### src/rtl/rxd_pkg.sv
// Shared constants, a request type and a helper function of the receive ring drain unit.
package rxd_pkg;

    localparam int DATA_W     = 32;
    localparam int RING_SLOTS = 128;
    localparam int SLOT_W     = $clog2(RING_SLOTS);
    localparam int MAX_LANES  = 8;
    localparam int LANE_W     = $clog2(MAX_LANES);
    localparam int LANE_CNT_W = $clog2(MAX_LANES + 1);
    localparam int MODE_W     = 2;
    localparam int LCNT_W     = 4;
    localparam int LEN_W      = 16;
    localparam int CFG_W      = 16;
    localparam int CFG_IDX_W  = 2;

    // Configuration register indexes.
    localparam logic [CFG_IDX_W-1:0] REG_RING_MODE  = 2'd0;
    localparam logic [CFG_IDX_W-1:0] REG_LANE_COUNT = 2'd1;
    localparam logic [CFG_IDX_W-1:0] REG_MAX_LEN    = 2'd2;

    // Configuration reset values.
    localparam logic [MODE_W-1:0] MODE_RESET    = 2'd0;
    localparam logic [LCNT_W-1:0] LCNT_RESET    = 4'd1;
    localparam logic [LEN_W-1:0]  MAX_LEN_RESET = 16'd9216;

    // Ring modes.
    localparam logic [MODE_W-1:0] MODE_INDEX = 2'd0;

    // Item opcodes.
    localparam logic OP_SYNC = 1'b0;
    localparam logic OP_POLL = 1'b1;

    // Request to the shared add/subtract unit.
    typedef struct packed {
        logic              sub;
        logic [DATA_W-1:0] a;
        logic [DATA_W-1:0] b;
    } alu_req_t;

    // Number of lanes actually in use: one in index mode, otherwise the
    // requested count clamped to the valid range and floored to a power of two.
    function automatic logic [LANE_CNT_W-1:0] active_lanes(
        input logic [MODE_W-1:0] mode,
        input logic [LCNT_W-1:0] req
    );
        logic [LANE_CNT_W-1:0] lanes;
        int unsigned           v;
        lanes = LANE_CNT_W'(1);
        v     = int'(req);
        if (v == 0)
        begin
            v = 1;
        end
        if (v > MAX_LANES)
        begin
            v = MAX_LANES;
        end
        for (int k = 0; k < LANE_CNT_W; k++)
        begin
            if (v >= (1 << k))
            begin
                lanes = LANE_CNT_W'(1 << k);
            end
        end
        if (mode == MODE_INDEX)
        begin
            lanes = LANE_CNT_W'(1);
        end
        return lanes;
    endfunction

endpackage

### src/rtl/rxd_alu.sv
// Shared 32-bit add/subtract unit with carry-out and zero detect.
module rxd_alu (
    input  rxd_pkg::alu_req_t            req,
    output logic [rxd_pkg::DATA_W:0]     res,
    output logic                         zero
);
    import rxd_pkg::*;

    // For a subtract, the top bit is the borrow of the unsigned difference.
    always_comb
    begin
        if (req.sub)
        begin
            res = {1'b0, req.a} - {1'b0, req.b};
        end
        else
        begin
            res = {1'b0, req.a} + {1'b0, req.b};
        end
    end

    assign zero = (res[DATA_W-1:0] == '0);

endmodule

### src/rtl/rxd_lane_file.sv
// Per-lane consumer index registers with one write port and one read port.
module rxd_lane_file (
    input  logic                          clk,
    input  logic                          rst_n,
    input  logic                          we,
    input  logic [rxd_pkg::LANE_W-1:0]    waddr,
    input  logic [rxd_pkg::DATA_W-1:0]    wdata,
    input  logic [rxd_pkg::LANE_W-1:0]    raddr,
    output logic [rxd_pkg::DATA_W-1:0]    rdata
);
    import rxd_pkg::*;

    logic [DATA_W-1:0] lane_reg [MAX_LANES];

    always_ff @(posedge clk or negedge rst_n)
    begin
        if (!rst_n)
        begin
            for (int i = 0; i < MAX_LANES; i++)
            begin
                lane_reg[i] <= '0;
            end
        end
        else if (we)
        begin
            lane_reg[waddr] <= wdata;
        end
    end

    assign rdata = lane_reg[raddr];

endmodule

### src/rtl/rx_ring_phase_drain_unit.sv
// Top level of the receive ring drain unit: sequencer, item registers and outputs.
//
//  channel   direction  transfer when             payload
//  -------   ---------  ------------------------  ----------------------------------------
//  item      in         start && !busy            opcode lane desc_len desc_phase
//                                                 producer_index base_index
//  result    out        done (one cycle)          slot_ready slot_index frame_len deliver
//                                                 publish consumer_index
//  config    in         cfg_we                    cfg_index cfg_data
//
// A sync item keeps the block busy while it seeds each of the N active lanes (1, 2,
// 4 or 8). A poll item reads its lane, tests the slot if the lane is in range, checks
// the length and advances the index if the slot is ready, then scans the N lanes for
// the minimum and publishes. The single lane file read port and the one shared
// add/subtract unit take these steps in turn, one lane of the scan per cycle.
// The result strobe done rises in the same cycle that busy falls, and the result ports
// hold their values until the next result. A new item may be started in that cycle.
// The receiver cannot stall, so nothing ever waits on the output side.
// Reset clears the lane indices, the published index, the control state and the
// configuration registers; the block accepts an item in the first cycle after reset is released.
module rx_ring_phase_drain_unit (
    input  logic                             clk,
    input  logic                             rst_n,
    // Item channel.
    input  logic                             start,
    output logic                             busy,
    input  logic                             opcode,
    input  logic [2:0]                       lane,
    input  logic [31:0]                      desc_len,
    input  logic                             desc_phase,
    input  logic [31:0]                      producer_index,
    input  logic [31:0]                      base_index,
    // Result channel.
    output logic                             done,
    output logic                             slot_ready,
    output logic [6:0]                       slot_index,
    output logic [31:0]                      frame_len,
    output logic                             deliver,
    output logic                             publish,
    output logic [31:0]                      consumer_index,
    // Configuration write port.
    input  logic                             cfg_we,
    input  logic [rxd_pkg::CFG_IDX_W-1:0]    cfg_index,
    input  logic [rxd_pkg::CFG_W-1:0]        cfg_data
);
    import rxd_pkg::*;

    // Sequencer states.
    localparam logic [3:0] S_IDLE = 4'd0;
    localparam logic [3:0] S_SYNC = 4'd1;
    localparam logic [3:0] S_READ = 4'd2;
    localparam logic [3:0] S_TEST = 4'd3;
    localparam logic [3:0] S_LEN  = 4'd4;
    localparam logic [3:0] S_ADV  = 4'd5;
    localparam logic [3:0] S_SCAN = 4'd6;
    localparam logic [3:0] S_PUB  = 4'd7;

    // Control state.
    logic [3:0]            state_reg, state_next;
    logic [LANE_CNT_W-1:0] cnt_reg, cnt_next;
    logic                  done_reg, done_next;
    logic [DATA_W-1:0]     pub_reg, pub_next;

    // Configuration registers.
    logic [MODE_W-1:0]     mode_reg;
    logic [LCNT_W-1:0]     lcnt_reg;
    logic [LEN_W-1:0]      max_len_reg;

    // Item payload and working registers.
    logic [LANE_W-1:0]     lane_reg, lane_next;
    logic [DATA_W-1:0]     dlen_reg, dlen_next;
    logic                  phase_reg, phase_next;
    logic [DATA_W-1:0]     prod_reg, prod_next;
    logic [DATA_W-1:0]     base_reg, base_next;
    logic [LANE_CNT_W-1:0] n_reg, n_next;
    logic [DATA_W-1:0]     rc_reg, rc_next;
    logic                  in_range_reg, in_range_next;
    logic                  ok_reg, ok_next;
    logic                  dlv_reg, dlv_next;
    logic [DATA_W-1:0]     min_reg, min_next;

    // Result registers.
    logic                  o_ready_reg, o_ready_next;
    logic [SLOT_W-1:0]     o_slot_reg, o_slot_next;
    logic [DATA_W-1:0]     o_len_reg, o_len_next;
    logic                  o_dlv_reg, o_dlv_next;
    logic                  o_pub_reg, o_pub_next;

    // Lane file and shared unit connections.
    logic                  lf_we;
    logic [LANE_W-1:0]     lf_waddr;
    logic [LANE_W-1:0]     lf_raddr;
    logic [DATA_W-1:0]     lf_rdata;
    alu_req_t              alu_req;
    logic [DATA_W:0]       alu_res;
    logic                  alu_zero;
    logic [LANE_CNT_W-1:0] last_cnt;
    logic                  slot_ok;

    rxd_lane_file u_lane_file (
        .clk   (clk),
        .rst_n (rst_n),
        .we    (lf_we),
        .waddr (lf_waddr),
        .wdata (alu_res[DATA_W-1:0]),
        .raddr (lf_raddr),
        .rdata (lf_rdata)
    );

    rxd_alu u_alu (
        .req  (alu_req),
        .res  (alu_res),
        .zero (alu_zero)
    );

    assign last_cnt = n_reg - LANE_CNT_W'(1);

    // The user must write the configuration only while the block is idle; the block does not enforce it.
    always_ff @(posedge clk or negedge rst_n)
    begin
        if (!rst_n)
        begin
            mode_reg    <= MODE_RESET;
            lcnt_reg    <= LCNT_RESET;
            max_len_reg <= MAX_LEN_RESET;
        end
        else if (cfg_we)
        begin
            case (cfg_index)
                REG_RING_MODE:  mode_reg    <= cfg_data[MODE_W-1:0];
                REG_LANE_COUNT: lcnt_reg    <= cfg_data[LCNT_W-1:0];
                REG_MAX_LEN:    max_len_reg <= cfg_data[LEN_W-1:0];
                default:        ;
            endcase
        end
    end

    // Sequencer. Each state issues at most one operation to the shared unit.
    always_comb
    begin
        state_next    = state_reg;
        cnt_next      = cnt_reg;
        done_next     = 1'b0;
        pub_next      = pub_reg;
        lane_next     = lane_reg;
        dlen_next     = dlen_reg;
        phase_next    = phase_reg;
        prod_next     = prod_reg;
        base_next     = base_reg;
        n_next        = n_reg;
        rc_next       = rc_reg;
        in_range_next = in_range_reg;
        ok_next       = ok_reg;
        dlv_next      = dlv_reg;
        min_next      = min_reg;
        o_ready_next  = o_ready_reg;
        o_slot_next   = o_slot_reg;
        o_len_next    = o_len_reg;
        o_dlv_next    = o_dlv_reg;
        o_pub_next    = o_pub_reg;
        lf_we         = 1'b0;
        lf_waddr      = lane_reg;
        lf_raddr      = (state_reg == S_SCAN) ? cnt_reg[LANE_W-1:0] : lane_reg;
        alu_req       = '{sub: 1'b1, a: rc_reg, b: prod_reg};
        slot_ok       = 1'b0;

        case (state_reg)
            S_IDLE:
            begin
                if (start)
                begin
                    lane_next     = lane;
                    dlen_next     = desc_len;
                    phase_next    = desc_phase;
                    prod_next     = producer_index;
                    // Header phase modes always sync the ring back to zero.
                    base_next     = mode_reg[1] ? '0 : base_index;
                    n_next        = active_lanes(mode_reg, lcnt_reg);
                    cnt_next      = '0;
                    ok_next       = 1'b0;
                    dlv_next      = 1'b0;
                    in_range_next = 1'b0;
                    state_next    = (opcode == OP_SYNC) ? S_SYNC : S_READ;
                end
            end

            S_SYNC:
            begin
                // Seed one lane per cycle at base plus its lane number.
                alu_req  = '{sub: 1'b0, a: base_reg, b: DATA_W'(cnt_reg)};
                lf_we    = 1'b1;
                lf_waddr = cnt_reg[LANE_W-1:0];
                if (cnt_reg == last_cnt)
                begin
                    pub_next     = base_reg;
                    o_ready_next = 1'b0;
                    o_slot_next  = '0;
                    o_len_next   = '0;
                    o_dlv_next   = 1'b0;
                    o_pub_next   = 1'b1;
                    done_next    = 1'b1;
                    state_next   = S_IDLE;
                end
                else
                begin
                    cnt_next = cnt_reg + LANE_CNT_W'(1);
                end
            end

            S_READ:
            begin
                rc_next = lf_rdata;
                if ({1'b0, lane_reg} < n_reg)
                begin
                    in_range_next = 1'b1;
                    state_next    = S_TEST;
                end
                else
                begin
                    cnt_next   = '0;
                    state_next = S_SCAN;
                end
            end

            S_TEST:
            begin
                // Index mode compares against the producer, phase modes check the
                // wrap bit of the lane index.
                alu_req = '{sub: 1'b1, a: rc_reg, b: prod_reg};
                if (mode_reg == MODE_INDEX)
                begin
                    slot_ok = !alu_zero;
                end
                else
                begin
                    slot_ok = (phase_reg == rc_reg[SLOT_W]);
                end
                ok_next = slot_ok;
                if (slot_ok)
                begin
                    state_next = S_LEN;
                end
                else
                begin
                    cnt_next   = '0;
                    state_next = S_SCAN;
                end
            end

            S_LEN:
            begin
                // A borrow from limit minus length means the frame is too long.
                alu_req    = '{sub: 1'b1, a: DATA_W'(max_len_reg), b: dlen_reg};
                dlv_next   = (dlen_reg != '0) && !alu_res[DATA_W];
                state_next = S_ADV;
            end

            S_ADV:
            begin
                alu_req    = '{sub: 1'b0, a: rc_reg, b: DATA_W'(n_reg)};
                lf_we      = 1'b1;
                lf_waddr   = lane_reg;
                cnt_next   = '0;
                state_next = S_SCAN;
            end

            S_SCAN:
            begin
                // Wrapping minimum: a lane is smaller when its difference is negative.
                alu_req = '{sub: 1'b1, a: lf_rdata, b: min_reg};
                if (cnt_reg == '0)
                begin
                    min_next = lf_rdata;
                end
                else if (alu_res[DATA_W-1])
                begin
                    min_next = lf_rdata;
                end
                if (cnt_reg == last_cnt)
                begin
                    state_next = S_PUB;
                end
                else
                begin
                    cnt_next = cnt_reg + LANE_CNT_W'(1);
                end
            end

            S_PUB:
            begin
                alu_req      = '{sub: 1'b1, a: min_reg, b: pub_reg};
                o_pub_next   = !alu_zero;
                if (!alu_zero)
                begin
                    pub_next = min_reg;
                end
                o_ready_next = ok_reg;
                o_slot_next  = in_range_reg ? rc_reg[SLOT_W-1:0] : '0;
                o_len_next   = ok_reg ? dlen_reg : '0;
                o_dlv_next   = ok_reg && dlv_reg;
                done_next    = 1'b1;
                state_next   = S_IDLE;
            end

            default:
            begin
                state_next = S_IDLE;
            end
        endcase
    end

    always_ff @(posedge clk or negedge rst_n)
    begin
        if (!rst_n)
        begin
            state_reg <= S_IDLE;
            cnt_reg   <= '0;
            done_reg  <= 1'b0;
            pub_reg   <= '0;
        end
        else
        begin
            state_reg <= state_next;
            cnt_reg   <= cnt_next;
            done_reg  <= done_next;
            pub_reg   <= pub_next;
        end
    end

    always_ff @(posedge clk)
    begin
        lane_reg     <= lane_next;
        dlen_reg     <= dlen_next;
        phase_reg    <= phase_next;
        prod_reg     <= prod_next;
        base_reg     <= base_next;
        n_reg        <= n_next;
        rc_reg       <= rc_next;
        in_range_reg <= in_range_next;
        ok_reg       <= ok_next;
        dlv_reg      <= dlv_next;
        min_reg      <= min_next;
        o_ready_reg  <= o_ready_next;
        o_slot_reg   <= o_slot_next;
        o_len_reg    <= o_len_next;
        o_dlv_reg    <= o_dlv_next;
        o_pub_reg    <= o_pub_next;
    end

    assign busy           = (state_reg != S_IDLE);
    assign done           = done_reg;
    assign slot_ready     = o_ready_reg;
    assign slot_index     = o_slot_reg;
    assign frame_len      = o_len_reg;
    assign deliver        = o_dlv_reg;
    assign publish        = o_pub_reg;
    assign consumer_index = pub_reg;

    // A result is only strobed once the sequencer has returned to idle.
    a_done_idle: assert property (@(posedge clk) disable iff (!rst_n)
        done_reg |-> state_reg == S_IDLE)
        else $error("result strobe while sequencer busy");

    // An accepted item always makes the block busy in the next cycle.
    a_start_busy: assert property (@(posedge clk) disable iff (!rst_n)
        (start && !busy) |=> busy)
        else $error("accepted item did not start the sequencer");

    // A delivered frame must come from a consumed slot with a nonzero length.
    a_deliver_ready: assert property (@(posedge clk) disable iff (!rst_n)
        (done_reg && o_dlv_reg) |-> (o_ready_reg && o_len_reg != '0))
        else $error("delivery without a consumed slot");

    // The lane scan and the lane seeding never run past the active lane count.
    a_scan_bound: assert property (@(posedge clk) disable iff (!rst_n)
        (state_reg == S_SCAN || state_reg == S_SYNC) |-> cnt_reg < n_reg)
        else $error("lane counter beyond active lanes");

    // The published index only moves when a result reports it.
    a_pub_stable: assert property (@(posedge clk) disable iff (!rst_n)
        (done_reg && !o_pub_reg) |-> $stable(pub_reg))
        else $error("published index moved without publish");

endmodule
### config.mk
export PLATFORM = sky130hd
export DESIGN_NAME = rx_ring_phase_drain_unit
export DESIGN_NICKNAME = d
export VERILOG_FILES = /design/src/rtl/rxd_pkg.sv /design/src/rtl/rxd_alu.sv /design/src/rtl/rxd_lane_file.sv /design/src/rtl/rx_ring_phase_drain_unit.sv
export SDC_FILE = /design/constraint.sdc
export NUM_CORES = 1
export LEC_CHECK = 0
export BUFFER_PORTS_ARGS = -buffer_cell sky130_fd_sc_hd__buf_2
export CAP_MARGIN = 5
export CORE_MARGIN = 2
export CORE_UTILIZATION = 61
export DETAILED_ROUTE_END_ITERATION = 10
export PLACE_DENSITY = 0.79
export SYNTH_ARGS = -nofsm -noshare
export SYNTH_HDL_FRONTEND = slang
export SYNTH_SLANG_ARGS = --single-unit
### constraint.sdc
create_clock -name clk -period 8.3 [get_ports clk]
set_input_delay 1.245 -clock clk [delete_from_list [all_inputs] [get_ports clk]]
set_output_delay 1.245 -clock clk [all_outputs]
set_load 0.005 [all_outputs]
==> load_flow_metrics.sql <==
INSERT INTO impl_metrics (metric_group, metric, value, unit) VALUES
('worst_setup_path', 'timing.critical_path.fanout_max', '40', ''),
('layout', 'area_growth', '12.4', '%'),
('cts', 'clock_tree_from_tritoncts', 'yes', ''),
('yosys', 'ys.warnings.count', '0', ''),
('detailed_routing', 'route.detailed.wl_per_inst', '22.6', 'um'),
('cts', 'number_of_sinks_handled_by_clock_tree_synthesis', '530', ''),
('placed_design', 'dp_hpwl', '53100', 'um'),
('flow_run', 'max_cap_viol', '0', ''),
('yosys', 'netlist-cell-type-count', '85', ''),
('cts', 'post_cts.resized_instances', '0', ''),
('sta', 'grt_setup_unrepaired', 'false', ''),
('yosys', 'syn_avg_cell_area', '9.68', 'sq um'),
('sta', 'finalSetupViolations', '0', ''),
('detailed_routing', 'drc', '0', ''),
('run_status', 'status', 'finished, final reports clean', ''),
('layout', 'antenna_cells', '0', ''),
('sta', 'timing_hold_violations_final', '0', ''),
('cts', 'cts_hold_buffers', '0', ''),
('cts', 'cts_made_buffers', '54', ''),
('sta', 'maxClockFrequency', '129', 'MHz'),
('sta', 'worst-slew-pin-transition', '1100', 'ps'),
('floorplanning', 'core.rowCount', '77', ''),
('sta', 'timing.setup.tns', '0', 'ps'),
('layout', 'largest_reg_flops', '256', ''),
('floorplanning', 'die_y', '215', 'um'),
('sta', 'final.period_utilization', '93.5', '%'),
('worst_setup_path', 'crit_arrival', '8300', 'ps'),
('floorplanning', 'num_io_pins', '199', ''),
('detailed_routing', 'route.final.wire_length', '80100', 'um'),
('cts', 'ctsLongestPathBuffers', '3', ''),
('global_routing', 'globalRoute.totalOverflow', '0', ''),
('worst_hold_path', 'hold_path_class', 'reg2reg', ''),
('yosys', 'synthesis.instances', '2795', ''),
('yosys', 'synth-edff-count', '213', ''),
('worst_setup_path', 'timing.critical_path.required', '8840', 'ps'),
('global_routing', 'grt_pass1_vias', '22061', ''),
('layout', 'finalNetCount', '3065', ''),
('detailed_routing', 'first_iter_violations', '2918', ''),
('cts', 'clock_latency', '620', 'ps'),
('detailed_routing', 'route.vias.total', '22966', ''),
('detailed_routing', 'detail_route.vias_per_cell', '6.49', ''),
('worst_setup_path', 'cp-start-kind', 'flop', ''),
('cts', 'post_cts.repair.setup_buffers', '0', ''),
('floorplanning', 'die_area', '0.0461', 'sq mm'),
('sta', 'relSlewSlack', '26.7', '%'),
('floorplanning', 'dieWidth', '215', 'um'),
('yosys', 'synth_seq_area_share', '53.0', '%'),
('yosys', 'postSynth.asyncResetShare', '59.8', '%'),
('yosys', 'ys_seq_elements', '530', ''),
('layout', 'final_cell_mix', 'nand2_1, dfrtp_1, o21ai_0, edfxtp_1, buf_2', ''),
('global_routing', 'grt_max_degree', '181', ''),
('placed_design', 'portBuffers', '198', ''),
('cts', 'path_clk_slew', '70', 'ps'),
('cts', 'htree_num_levels', '2', ''),
('sta', 'timing_max_transition_violations_final', '0', ''),
('yosys', 'netlist_area', '0.0271', 'sq mm'),
('detailed_routing', 'detail-route-antenna-nets', '0', ''),
('floorplanning', 'floorplan.initialDensity', '61.5', '%'),
('sta', 'post_route_clock_skew', '25.2', 'ps'),
('global_routing', 'antenna_found_initial', '0', ''),
('yosys', 'synth_top_flop_cell', 'dfrtp_1', ''),
('yosys', 'postSynthNetCount', '2957', ''),
('placed_design', 'place.gp.congestion', '0.953', ''),
('layout', 'commonest_non_fill_non_tap_cell_in_the_layout', 'nand2_1', ''),
('worst_setup_path', 'timing.setup.critical_path_class', 'reg2reg', ''),
('cts', 'clock_tree_root', 'clkbuf_16', ''),
('worst_setup_path', 'timing.critical_path.to_type', 'flop', ''),
('global_routing', 'grt_first_pass_wirelength', '126000', 'um'),
('global_routing', 'globalRouteTotalUtil', '34.7', '%'),
('layout', 'post_route_cells_drive_above_1_share', '18.1', '%'),
('sta', 'post-route-min-period', '7760', 'ps'),
('detailed_routing', 'first_pass_iters', '6', ''),
('floorplanning', 'floorplan.core_area', '0.0440', 'sq mm');
[worst paths after layout]
check | start | to | slack (ps) | cells after the start
worst max register to register | state_reg[2] | consumer_index[27] | 540 | 21
min in group asynchronous | rst_n | u_lane_file.lane_reg[122] | 770 | 1
worst max-delay path | state_reg[2] | consumer_index[27] | 540 | 21
max in group asynchronous | rst_n | state_reg[2] | 5830 | 2
worst min-delay path | u_lane_file.lane_reg[119] | u_lane_file.lane_reg[119] | 480 | 2
worst min register to register | u_lane_file.lane_reg[119] | u_lane_file.lane_reg[119] | 480 | 2
[through the flow]
stage | area, sq um | std cells | hold WS, ps | utilization (%) | setup slack [ps]
global route | 30400 | 3537 | 495 | 69.1 | 51.3
floorplan | 27100 | 2795 | 450 | - | 1330
CTS | 30400 | 3536 | 483 | 69.1 | 627
finish | 30400 | 3537 | 480 | 69.1 | 540
global placement | 28700 | 3438 | 461 | 65.1 | 806
detailed placement | 28700 | 3438 | 470 | 65.1 | 694
[logic make-up (layout without fill, tap and decap cells)]
| group | count (synthesis) | in the layout | share of synthesized area, % |
|---|---|---|---|
| and+or+nand+nor | 1114 | 1114 | 18.1 |
| xor gates and xnor gates | 31 | 31 | 1.07 |
| adders and majority gates | 39 | 39 | 1.83 |
| AOI/OAI and AO/OA | 716 | 716 | 17.8 |
| DFF | 530 | 530 | 53.0 |
| buffers and inverters | 255 | 405 | 3.66 |
| muxes | 110 | 110 | 4.57 |
[worst max-delay path: stages (launching register included)]
cell and delay [ps]:
dfrtp_4 700, inv_2 400, o21ai_0 640, o21a_4 530
nand2_1 130, nand3_1 100, nand2_1 50, o21ai_0 530
o21ai_0 160, a221oi_1 440, ha_1 440, and3_1 230
o21ai_0 270, and3_1 280, a31oi_1 210, xnor2_1 690
o21ai_0 190, nor4b_1 280, and4_1 350, buf_4 340
and2_1 410, o221a_2 270
[synthesized netlist by cell type (18+ instances only)]
cell type / instances / area [sq um]
a311oi_1: 23 / 201
o21a_1: 26 / 195
o211ai_1: 24 / 180
ha_1: 38 / 475
clkbuf_1: 188 / 706
and3_1: 73 / 457
a31o_1: 22 / 193
a21oi_1: 90 / 450
dfrtp_1: 315 / 7880
mux2i_1: 20 / 200
nor2_1: 175 / 657
o22ai_1: 28 / 175
nand3_1: 123 / 616
inv_1: 36 / 135
buf_1: 18 / 67.6
a31o_2: 24 / 210
a41oi_2: 20 / 325
a221oi_1: 35 / 307
a31oi_1: 19 / 119
nand2_1: 606 / 2270
nor2b_1: 36 / 225
o21ai_0: 298 / 1490
mux2_2: 88 / 991
edfxtp_1: 213 / 6400
xnor2_1: 22 / 193
[final cells by class]
class	count	area, sq um
timing repair buffer	270	1600
tap	592	741
fill	3328	13600
inverter	37	141
clock inverter	22	210
sequential	530	14300
multi-input combinational	2010	11800
clock buffer	76	1560
[metal layers]
metal / GRT usage (%) / share of wire (%) / vias up
li1: - / - / 10245
met1: 49.9 / 41 / 11158
met2: 53.6 / 45 / 1404
met3: 7.18 / 11 / 159
met4: 10.2 / 2.7 / 0
met5: 0 / 0 / -
Power is left out: the tool's default activity adds up to more than one toggle a clock period on the data nets, which glitch-free logic cannot reach.
